[config.mk]
export PLATFORM = sky130hd
export DESIGN_NAME = oprs_back
export DESIGN_NICKNAME = d
export VERILOG_FILES = /design/src/rtl/oprs_pkg.sv /design/src/rtl/oprs_back.sv
export SDC_FILE = /design/constraint.sdc
export NUM_CORES = 2
export LEC_CHECK = 0
export BUFFER_PORTS_ARGS = -buffer_cell sky130_fd_sc_hd__buf_2
export CAP_MARGIN = 20
export CORE_ASPECT_RATIO = 0.8
export CORE_UTILIZATION = 63
export CTS_CLUSTER_DIAMETER = 200
export DETAILED_ROUTE_END_ITERATION = 6
export PLACE_DENSITY = 0.79
export SETUP_SLACK_MARGIN = 0.02
export SKIP_CTS_REPAIR_TIMING = 1
export SLEW_MARGIN = 20
export SYNTH_ARGS = -nofsm -noshare
export SYNTH_HDL_FRONTEND = slang
export SYNTH_SLANG_ARGS = --single-unit
[constraint.sdc]
create_clock -name i_clk -period 21.2 [get_ports i_clk]
set_input_delay 0 -clock i_clk [delete_from_list [all_inputs] [get_ports i_clk]]
set_output_delay 0 -clock i_clk [all_outputs]
set_load 0.005 [all_outputs]
[src/rtl/oprs_pkg.sv]
`default_nettype none

package oprs_pkg;

    // Default geometry of the frame buffer.
    localparam int PAGES_DEFAULT   = 4;
    localparam int COLUMNS_DEFAULT = 128;

    // Init command list.
    localparam int INIT_LEN       = 34;
    localparam int CONTRAST_POS   = 25;
    localparam int BRIGHTNESS_POS = 27;
    localparam int RUN_CNT_W      = $clog2(INIT_LEN);

    localparam logic [7:0] INIT_TABLE [INIT_LEN] = '{
        8'h00, 8'hAE, 8'hD5, 8'h10, 8'hA8, 8'h1F, 8'hD3, 8'h00, 8'h40, 8'hAD, 8'h8E, 8'hD8,
        8'h05, 8'h20, 8'h02, 8'hA1, 8'hC8, 8'hDA, 8'h12, 8'h91, 8'h3F, 8'h3F, 8'h3F, 8'h3F,
        8'h81, 8'hBF, 8'h82, 8'hBF, 8'hD9, 8'hD2, 8'hDB, 8'h08, 8'hA4, 8'hA6
    };

    // Link bytes used by the refresh runs.
    localparam logic [7:0] CMD_STREAM   = 8'h00;
    localparam logic [7:0] DATA_STREAM  = 8'h40;
    localparam logic [7:0] SET_PAGE     = 8'hB0;
    localparam logic [7:0] SET_COL_LOW  = 8'h00;
    localparam logic [7:0] SET_COL_HIGH = 8'h10;
    localparam logic [7:0] DISPLAY_ON   = 8'hAF;

    // Configuration registers and their reset values.
    typedef enum logic [1:0] {
        REG_COLUMN_OFFSET = 2'd0,
        REG_CONTRAST      = 2'd1,
        REG_BRIGHTNESS    = 2'd2
    } t_reg_idx;

    localparam logic [3:0] COLUMN_OFFSET_RST = 4'd4;
    localparam logic [7:0] CONTRAST_RST      = 8'd191;
    localparam logic [7:0] BRIGHTNESS_RST    = 8'd191;

    typedef struct packed {
        logic [3:0] column_offset;
        logic [7:0] contrast_level;
        logic [7:0] brightness_level;
    } t_cfg;

    // Operation codes of an input transaction.
    typedef enum logic [1:0] {
        OP_WRITE  = 2'd0,
        OP_INIT   = 2'd1,
        OP_REDRAW = 2'd2,
        OP_DONE   = 2'd3
    } t_op;

    typedef struct packed {
        logic [1:0] operation;
        logic [8:0] buffer_index;
        logic [7:0] pixel_byte;
    } t_in_item;

    typedef struct packed {
        logic       byte_valid;
        logic [7:0] link_byte;
        logic       last_byte;
        logic       request_accepted;
        logic       frame_done;
        logic       ready_res;
    } t_out_item;

    // Classified command handed from the front to the back through the queue.
    typedef struct packed {
        t_op        op;
        logic       wr_hit;
        logic [8:0] wr_index;
        logic [7:0] wr_pixel;
    } t_cmd;

    // Display-level state.
    typedef enum logic [4:0] {
        SYS_IDLE   = 5'b00001,
        SYS_INIT   = 5'b00010,
        SYS_DRAW   = 5'b00100,
        SYS_DISPON = 5'b01000,
        SYS_WAIT   = 5'b10000
    } t_sys;

    // Refresh progress state.
    typedef enum logic [2:0] {
        DRW_IDLE   = 3'b001,
        DRW_PARAMS = 3'b010,
        DRW_DATA   = 3'b100
    } t_draw;

    // Back-end sequencer state.
    typedef enum logic [2:0] {
        BK_CLEAR = 3'b001,
        BK_IDLE  = 3'b010,
        BK_EMIT  = 3'b100
    } t_bk;

    // Kind of byte run being emitted.
    typedef enum logic [2:0] {
        RUN_NONE   = 3'd0,
        RUN_INIT   = 3'd1,
        RUN_PARAMS = 3'd2,
        RUN_DATA   = 3'd3,
        RUN_DISPON = 3'd4
    } t_run;

    // Byte k of the init list with the configured contrast and brightness.
    function automatic logic [7:0] init_byte(input logic [RUN_CNT_W-1:0] k,
                                             input logic [7:0] contrast,
                                             input logic [7:0] bright);
        logic [7:0] b;
        b = 8'h00;
        if (k == RUN_CNT_W'(CONTRAST_POS)) begin
            b = contrast;
        end else if (k == RUN_CNT_W'(BRIGHTNESS_POS)) begin
            b = bright;
        end else if (int'(k) < INIT_LEN) begin
            b = INIT_TABLE[k];
        end
        return b;
    endfunction

endpackage

`default_nettype wire

[src/rtl/oprs_back.sv]
`default_nettype none

module oprs_back #(
    parameter int PAGES   = oprs_pkg::PAGES_DEFAULT,
    parameter int COLUMNS = oprs_pkg::COLUMNS_DEFAULT
) (
    input  wire logic               i_clk,
    input  wire logic               i_rst_n,
    input  wire oprs_pkg::t_cfg     i_cfg,
    input  wire logic               i_q_valid,
    input  wire oprs_pkg::t_cmd     i_q_cmd,
    output logic                    o_q_pop,
    output logic                    o_boot_clear,
    output logic                    o_out_valid,
    input  wire logic               i_out_ready,
    output oprs_pkg::t_out_item     o_out_item
);

    localparam int BUF_SIZE = PAGES * COLUMNS;
    localparam int ADDR_W   = $clog2(BUF_SIZE);
    localparam int COL_W    = $clog2(COLUMNS);
    localparam int PAGE_W   = (PAGES > 1) ? $clog2(PAGES) : 1;
    localparam int CNT_W    = oprs_pkg::RUN_CNT_W;

    // Sequencer control.
    oprs_pkg::t_bk        r_bk;
    logic                 r_boot;
    logic [ADDR_W-1:0]    r_clr_addr;

    // Display and refresh state.
    oprs_pkg::t_sys       r_sys,  n_sys;
    oprs_pkg::t_draw      r_draw, n_draw;
    logic [PAGE_W-1:0]    r_page, n_page;
    logic [COL_W-1:0]     r_col,  n_col;
    logic [ADDR_W-1:0]    r_addr, n_addr;
    logic                 r_init_done, n_init_done;

    // Run being emitted.
    oprs_pkg::t_run       r_run, n_run;
    logic [CNT_W-1:0]     r_k;
    logic [PAGE_W-1:0]    r_run_page;
    logic                 r_acc,   n_acc;
    logic                 r_done,  n_done;
    logic                 r_ready, n_ready;

    // Frame buffer.
    logic [7:0]           r_mem [BUF_SIZE];
    logic [7:0]           r_rdata;
    logic                 w_rd_en;
    logic                 w_cmd_wr;
    logic                 w_wr_en;
    logic [ADDR_W-1:0]    w_wr_addr;
    logic [7:0]           w_wr_data;

    // Output register.
    logic                 r_out_valid;
    oprs_pkg::t_out_item  r_out_item;
    oprs_pkg::t_out_item  n_out_item;

    logic                 w_head_idle;
    logic                 w_detour;
    logic                 w_pop;
    logic                 w_draw_go;
    logic                 w_out_free;
    logic                 w_emit;
    logic [CNT_W-1:0]     w_len;
    logic                 w_last;

    assign w_head_idle = (r_bk == oprs_pkg::BK_IDLE) && i_q_valid;
    // The first transfer-done after init clears the buffer before it is served.
    assign w_detour    = w_head_idle && (i_q_cmd.op == oprs_pkg::OP_DONE)
                         && (r_sys == oprs_pkg::SYS_INIT);
    assign w_pop       = w_head_idle && !w_detour;
    assign o_q_pop     = w_pop;
    assign o_boot_clear = r_boot;

    // Next display state for the transaction at the head of the queue.
    always_comb begin
        n_sys       = r_sys;
        n_draw      = r_draw;
        n_page      = r_page;
        n_col       = r_col;
        n_addr      = r_addr;
        n_init_done = r_init_done;
        n_run       = oprs_pkg::RUN_NONE;
        n_acc       = 1'b0;
        n_done      = 1'b0;
        w_rd_en     = 1'b0;
        w_cmd_wr    = 1'b0;
        w_draw_go   = 1'b0;

        unique case (i_q_cmd.op)
            oprs_pkg::OP_WRITE: begin
                w_cmd_wr = i_q_cmd.wr_hit;
            end
            oprs_pkg::OP_INIT: begin
                n_run = oprs_pkg::RUN_INIT;
                n_sys = oprs_pkg::SYS_INIT;
            end
            oprs_pkg::OP_REDRAW: begin
                if (r_sys == oprs_pkg::SYS_IDLE) begin
                    n_acc     = 1'b1;
                    n_sys     = oprs_pkg::SYS_DRAW;
                    w_draw_go = 1'b1;
                end
            end
            oprs_pkg::OP_DONE: begin
                priority if (r_sys == oprs_pkg::SYS_DRAW) begin
                    w_draw_go = 1'b1;
                end else if (r_sys == oprs_pkg::SYS_DISPON) begin
                    n_run = oprs_pkg::RUN_DISPON;
                    n_sys = oprs_pkg::SYS_WAIT;
                end else if (r_sys == oprs_pkg::SYS_WAIT) begin
                    n_init_done = 1'b1;
                    n_sys       = oprs_pkg::SYS_IDLE;
                end else begin
                    n_sys = oprs_pkg::SYS_IDLE;
                end
            end
            default: begin
                n_run = oprs_pkg::RUN_NONE;
            end
        endcase

        // One refresh run: a page command run or one column's data run.
        if (w_draw_go) begin
            if (r_draw != oprs_pkg::DRW_DATA) begin
                if (r_draw == oprs_pkg::DRW_IDLE) begin
                    n_page = '0;
                    n_col  = '0;
                    n_addr = '0;
                end
                n_run  = oprs_pkg::RUN_PARAMS;
                n_draw = oprs_pkg::DRW_DATA;
            end else begin
                n_run   = oprs_pkg::RUN_DATA;
                w_rd_en = 1'b1;
                n_col   = r_col + 1'b1;
                n_addr  = r_addr + 1'b1;
                if (r_col == COL_W'(COLUMNS - 1)) begin
                    n_col = '0;
                    if (r_page == PAGE_W'(PAGES - 1)) begin
                        n_draw = oprs_pkg::DRW_IDLE;
                        n_done = 1'b1;
                        n_sys  = r_init_done ? oprs_pkg::SYS_IDLE : oprs_pkg::SYS_DISPON;
                    end else begin
                        n_page = r_page + 1'b1;
                        n_draw = oprs_pkg::DRW_PARAMS;
                    end
                end
            end
        end

        n_ready = n_init_done && (n_sys == oprs_pkg::SYS_IDLE);
    end

    // Frame buffer write port: clearing pass or a buffer write transaction.
    assign w_wr_en   = (r_bk == oprs_pkg::BK_CLEAR) || (w_pop && w_cmd_wr);
    assign w_wr_addr = (r_bk == oprs_pkg::BK_CLEAR) ? r_clr_addr : ADDR_W'(i_q_cmd.wr_index);
    assign w_wr_data = (r_bk == oprs_pkg::BK_CLEAR) ? 8'h00 : i_q_cmd.wr_pixel;

    always_ff @(posedge i_clk) begin
        if (w_wr_en) begin
            r_mem[w_wr_addr] <= w_wr_data;
        end
        if (w_pop && w_rd_en) begin
            r_rdata <= r_mem[r_addr];
        end
    end

    // Length of the current run.
    always_comb begin
        unique case (r_run)
            oprs_pkg::RUN_INIT:   w_len = CNT_W'(oprs_pkg::INIT_LEN);
            oprs_pkg::RUN_PARAMS: w_len = CNT_W'(4);
            oprs_pkg::RUN_DATA:   w_len = CNT_W'(2);
            oprs_pkg::RUN_DISPON: w_len = CNT_W'(2);
            default:              w_len = CNT_W'(1);
        endcase
    end

    assign w_last     = r_k == (w_len - 1'b1);
    assign w_out_free = !r_out_valid || i_out_ready;
    assign w_emit     = (r_bk == oprs_pkg::BK_EMIT) && w_out_free;

    // Result for byte r_k of the current run.
    always_comb begin
        n_out_item.byte_valid       = r_run != oprs_pkg::RUN_NONE;
        n_out_item.last_byte        = w_last;
        n_out_item.request_accepted = r_acc;
        n_out_item.frame_done       = r_done;
        n_out_item.ready_res        = r_ready;
        unique case (r_run)
            oprs_pkg::RUN_INIT: begin
                n_out_item.link_byte = oprs_pkg::init_byte(r_k, i_cfg.contrast_level,
                                                           i_cfg.brightness_level);
            end
            oprs_pkg::RUN_PARAMS: begin
                unique case (r_k[1:0])
                    2'd0:    n_out_item.link_byte = oprs_pkg::CMD_STREAM;
                    2'd1:    n_out_item.link_byte = oprs_pkg::SET_PAGE | 8'(r_run_page);
                    2'd2:    n_out_item.link_byte = oprs_pkg::SET_COL_LOW
                                                    + {4'h0, i_cfg.column_offset};
                    default: n_out_item.link_byte = oprs_pkg::SET_COL_HIGH;
                endcase
            end
            oprs_pkg::RUN_DATA: begin
                n_out_item.link_byte = (r_k == '0) ? oprs_pkg::DATA_STREAM : r_rdata;
            end
            oprs_pkg::RUN_DISPON: begin
                n_out_item.link_byte = (r_k == '0) ? oprs_pkg::CMD_STREAM
                                                   : oprs_pkg::DISPLAY_ON;
            end
            default: begin
                n_out_item.link_byte = 8'h00;
            end
        endcase
    end

    // Sequencer: clearing pass, take a command, emit its run byte by byte.
    always_ff @(posedge i_clk) begin
        if (!i_rst_n) begin
            r_bk        <= oprs_pkg::BK_CLEAR;
            r_boot      <= 1'b1;
            r_clr_addr  <= '0;
            r_sys       <= oprs_pkg::SYS_IDLE;
            r_draw      <= oprs_pkg::DRW_IDLE;
            r_page      <= '0;
            r_col       <= '0;
            r_addr      <= '0;
            r_init_done <= 1'b0;
            r_k         <= '0;
        end else begin
            unique case (r_bk)
                oprs_pkg::BK_CLEAR: begin
                    if (r_clr_addr == ADDR_W'(BUF_SIZE - 1)) begin
                        r_bk   <= oprs_pkg::BK_IDLE;
                        r_boot <= 1'b0;
                    end else begin
                        r_clr_addr <= r_clr_addr + 1'b1;
                    end
                end
                oprs_pkg::BK_IDLE: begin
                    if (w_detour) begin
                        r_sys      <= oprs_pkg::SYS_DRAW;
                        r_clr_addr <= '0;
                        r_bk       <= oprs_pkg::BK_CLEAR;
                    end else if (w_pop) begin
                        r_sys       <= n_sys;
                        r_draw      <= n_draw;
                        r_page      <= n_page;
                        r_col       <= n_col;
                        r_addr      <= n_addr;
                        r_init_done <= n_init_done;
                        r_k         <= '0;
                        r_bk        <= oprs_pkg::BK_EMIT;
                    end
                end
                oprs_pkg::BK_EMIT: begin
                    if (w_emit) begin
                        r_k <= r_k + 1'b1;
                        if (w_last) begin
                            r_bk <= oprs_pkg::BK_IDLE;
                        end
                    end
                end
                default: begin
                    r_bk <= oprs_pkg::BK_IDLE;
                end
            endcase
        end
    end

    // Run descriptor captured when a command is taken.
    always_ff @(posedge i_clk) begin
        if (w_pop) begin
            r_run      <= n_run;
            r_run_page <= n_page;
            r_acc      <= n_acc;
            r_done     <= n_done;
            r_ready    <= n_ready;
        end
    end

    // Output register.
    always_ff @(posedge i_clk) begin
        if (!i_rst_n) begin
            r_out_valid <= 1'b0;
        end else if (w_emit) begin
            r_out_valid <= 1'b1;
        end else if (i_out_ready) begin
            r_out_valid <= 1'b0;
        end
    end

    always_ff @(posedge i_clk) begin
        if (w_emit) begin
            r_out_item <= n_out_item;
        end
    end

    assign o_out_valid = r_out_valid;
    assign o_out_item  = r_out_item;

endmodule

`default_nettype wire
==> out/qor.csv <==
stage;metric;value;unit
clocking;cts_num_sinks;4172;
finish;final_cell_area;179700;um2
outcome;outcome;finished with violations;
route;via_count;89050;
sta;tightest_slew;1.385;ns
sta;fin_crit;7.114;ns
sta;rsz0062_at_grt;false;
clocking;root_buffer;clkbuf_16;
synthesis;synth_edf_count;4125;
critical_path;critPathCaptureType;flip-flop;
critical_path;critPathRequiredTime;21.97;ns
min_path;min_path_cells;7;
floorplanning;num_rows;166;
critical_path;crit_type;flip-flop to flip-flop;
clocking;cts_made_buffers;376;
route;drc;16;
route;initialDrtViolationCount;16520;
min_path;holdPathEnd;o_out_item[8];
finish;fillers;14460;
clocking;clk_pin_slew;0.07;ns
sta;holdWs;-0.01426;ns
flow_run;max-cap-violations;0;
sta;relSlewSlack;0.07117;
synthesis;yosys_most_used_dff;edfxtp_1;
critical_path;rr_startpoint;r_addr[0];
synthesis;synth-seq-cells;4172;
clocking;clock_path_buffers;4;
synthesis;async_reset_ff_frac;0;
global_route;grt_pass1_wl;645.2;mm
route;via_per_inst;7.453;
sta;tns;0;ns
floorplanning;dieArea;261100;um2
placed_design;place.gp.congestion;0.9358;
route;drt-pass1-iter-count;7;
sta;fmax;140.6;MHz
synthesis;synth_cell_types;82;
sta;setup_violations;0;
power;p_sw;0.003070;W
sta;fin_crit_sh;0.3356;
min_path;hold_class;primary input to flip-flop;
route;ant_nets;0;
power;seqPwrFrac;0.566;
synthesis;postSynthCellCount;7997;
placed_design;io_buffers;59;
finish;regArea;124800;um2
clocking;clkLatencyLatePin;0.93;ns
floorplanning;die_h;457.2;um
power;p_int;0.01270;W
synthesis;synthesis.area;163200;um2
power;irDropWorstVdd;0.1206;mV
clocking;cts_tree;yes;
critical_path;r2r-end;r_rdata[2];
route;finalWirelength;464.1;mm
critical_path;rrSetupSlack;14.09;ns
route;wl_per_cell;38.84;um
global_route;grt_max_degree;260;
synthesis;synth.avg_cell_area;20.41;um2
finish;multi_input_area;36090;um2
power;pwr-share-comb;0.005;
synthesis;yosys_warnings;0;
sta;finalMaxSlewViolations;0;
power;leakagePower;54.98;nW
critical_path;r2r_cells;11;
floorplanning;coreArea;256700;um2
synthesis;ys_top_cells_by_area;edfxtp_1 76%, mux4_2 13%, mux2i_1 2.2%, nor2_1 1.4%, dfxtp_1 0.58%;
floorplanning;initial_core_util;0.6357;
sta;skew;0.04348;ns
finish;fin_nets;8224;
clocking;h-tree-depth;5;
finish;syn_to_final_growth;10.12;%
power;p_per_area;87.78;nW/um2
placed_design;hpwlAfterDp;265.9;mm
critical_path;worstPathArrival;7.89;ns
critical_path;critical_path.max_fanout;89;
sta;hold_violations;4;
synthesis;yosysTopAreaCell;edfxtp_1;
global_route;track_usage;0.3554;
power;p_sw_frac;0.1946;
min_path;hold_start;i_cfg[4];
outcome;failed_checks;DRC, hold timing;
synthesis;synth_nets;8056;
floorplanning;io_pins;60;
floorplanning;die_x;571.0;um
global_route;grt_pass1_vias;85830;
placed_design;place_area;167200;um2
global_route;antenna_found_initial;39;
critical_path;cp-start-kind;flip-flop;
global_route;grt_overflow;0;
synthesis;seq_area_frac_synth;0.7648;
synthesis;synth.top_cell.area_share;0.7590;
power;power_frac_clock;0.429;
finish;drive_gt1_frac;0.2156;
[state kept, by name (all words and copies together), names as in the netlist]
| signal | flops |
|---|---|
| r_mem | 4096 |
| r_draw | 3 |
| r_init_done | 1 |
| r_bk | 3 |
| r_clr_addr | 9 |
| o_boot_clear | 1 |
| r_ready | 1 |
| r_run | 3 |
| o_out_item | 13 |
| r_k | 6 |
| o_out_valid | 1 |
| r_acc | 1 |
| r_done | 1 |
| r_rdata | 8 |
| r_run_page | 2 |
| r_col | 7 |
| r_page | 2 |
| r_addr | 9 |
| r_sys | 5 |
[layer usage]
layer / wire (um) / global-route usage / share of wire
met4: 27550 / 0.1773 / 0.059
met1: 153700 / 0.4896 / 0.33
met2: 204000 / 0.5053 / 0.44
met5: 516 / 0.0007371 / 0.0011
met3: 78360 / 0.1320 / 0.17
[worst max-delay path: stages, from the launching register on]
cell and delay (ns):
dfxtp_4 0.73, buf_12 0.59, buf_4 0.70, buf_4 0.85, buf_4 0.85, or2_2 0.75, o21ai_0 0.20, a211oi_1 0.56
a211oi_1 0.11, a31oi_1 0.64, o32ai_1 0.39, a32oi_1 0.24
[per-stage QoR]
step | std cells | hold slack [ns] | utilization | worst slack, ns | power (W)
finish | 11950 | -0.01426 | 0.7000 | 14.09 | 0.01577
global route | 11920 | 0.03851 | 0.6997 | 13.90 | 0.01604
detailed placement | 11200 | 0.2938 | 0.6515 | 14.21 | 0.009172
global placement | 11200 | 0.2903 | 0.6513 | 14.25 | 0.009172
floorplan | 7997 | 0.1098 | - | 5.057 | 0.009128
CTS | 11880 | -0.6741 | 0.6980 | 14.17 | 0.01574
[cell usage in the layout (no fill, tap or decap), drive strengths merged, types with 31 or more instances in the layout]
cell	count
nand2	226
mux2	35
a211oi	35
edfxtp	4125
bufinv	35
o22ai	63
a21oi	147
a221oi	45
dlygate4sd3	31
inv	39
clkinv	158
mux2i	361
diode	35
o221ai	54
clkbuf	468
nor2	620
o21ai	114
o211ai	35
nand3	80
buf	257
mux4	927
dfxtp	47
nor3	46
a22oi	124
[layout make-up]
type | count | share of cell area
Multi-Input combinational cell | 3295 | 0.2008
Clock inverter | 214 | 0.01100
Timing Repair Buffer | 288 | 0.01290
Sequential cell | 4172 | 0.6947
Tap cell | 3444 | 0.02398
Clock buffer | 468 | 0.05544
Inverter | 32 | 0.0007032
Antenna cell | 35 | 0.0004874
[cells by family (layout without fill, tap and decap cells)]
| group | Yosys count | in the layout | share of synthesized area |
|---|---|---|---|
| muxes | 1323 | 1323 | 0.1525 |
| xor gates and xnor gates | 21 | 21 | 0.001127 |
| and+or+nand+nor | 1150 | 1150 | 0.03077 |
| other | 0 | 35 | 0 |
| AOI/OAI and AO/OA | 786 | 786 | 0.03334 |
| adders and majority gates | 15 | 15 | 0.001150 |
| DFF | 4172 | 4172 | 0.7648 |
| buffers and inverters | 530 | 1002 | 0.01632 |
[synth_stat cells (all sizes together) (14+ instances only)]
| library cell | instances |
|---|---|
| a211oi | 35 |
| o21ai | 114 |
| nor2 | 620 |
| a31oi | 30 |
| ha | 15 |
| buf | 282 |
| nor3 | 46 |
| a21oi | 147 |
| nand2b | 22 |
| a22oi | 124 |
| nand3 | 80 |
| dfxtp | 47 |
| nor2b | 29 |
| nand4 | 23 |
| mux4 | 927 |
| edfxtp | 4125 |
| a221oi | 45 |
| o211ai | 35 |
| nand2 | 226 |
| o221ai | 54 |
| clkbuf | 216 |
| and2 | 14 |
| o22ai | 63 |
| mux2 | 35 |
| inv | 29 |
| and3 | 17 |
| a22o | 14 |
| mux2i | 361 |
[power by group through the flow]
stage          clock (W)  sequential (W)  combinational, W
4_1_cts          0.00675         0.00893         0.0000685
3_3_place_gp           0         0.00910         0.0000680
6_report         0.00677         0.00892         0.0000783
3_5_place_dp           0         0.00910         0.0000680
5_1_grt          0.00704         0.00892         0.0000761
2_1_floorplan          0         0.00910         0.0000240
[how the worst max path moves through the flow]
stage | from | endpoint | cells past startpoint
floorplan | r_bk[0] | r_mem[0][0] | 5
global placement | r_addr[0] | r_rdata[1] | 11
detailed placement | r_addr[0] | r_rdata[1] | 11
CTS | r_addr[0] | r_rdata[1] | 11
global route | r_addr[0] | r_rdata[3] | 11
finish | r_addr[0] | r_rdata[2] | 11
No activity file was read; power rests on OpenSTA's default activity.
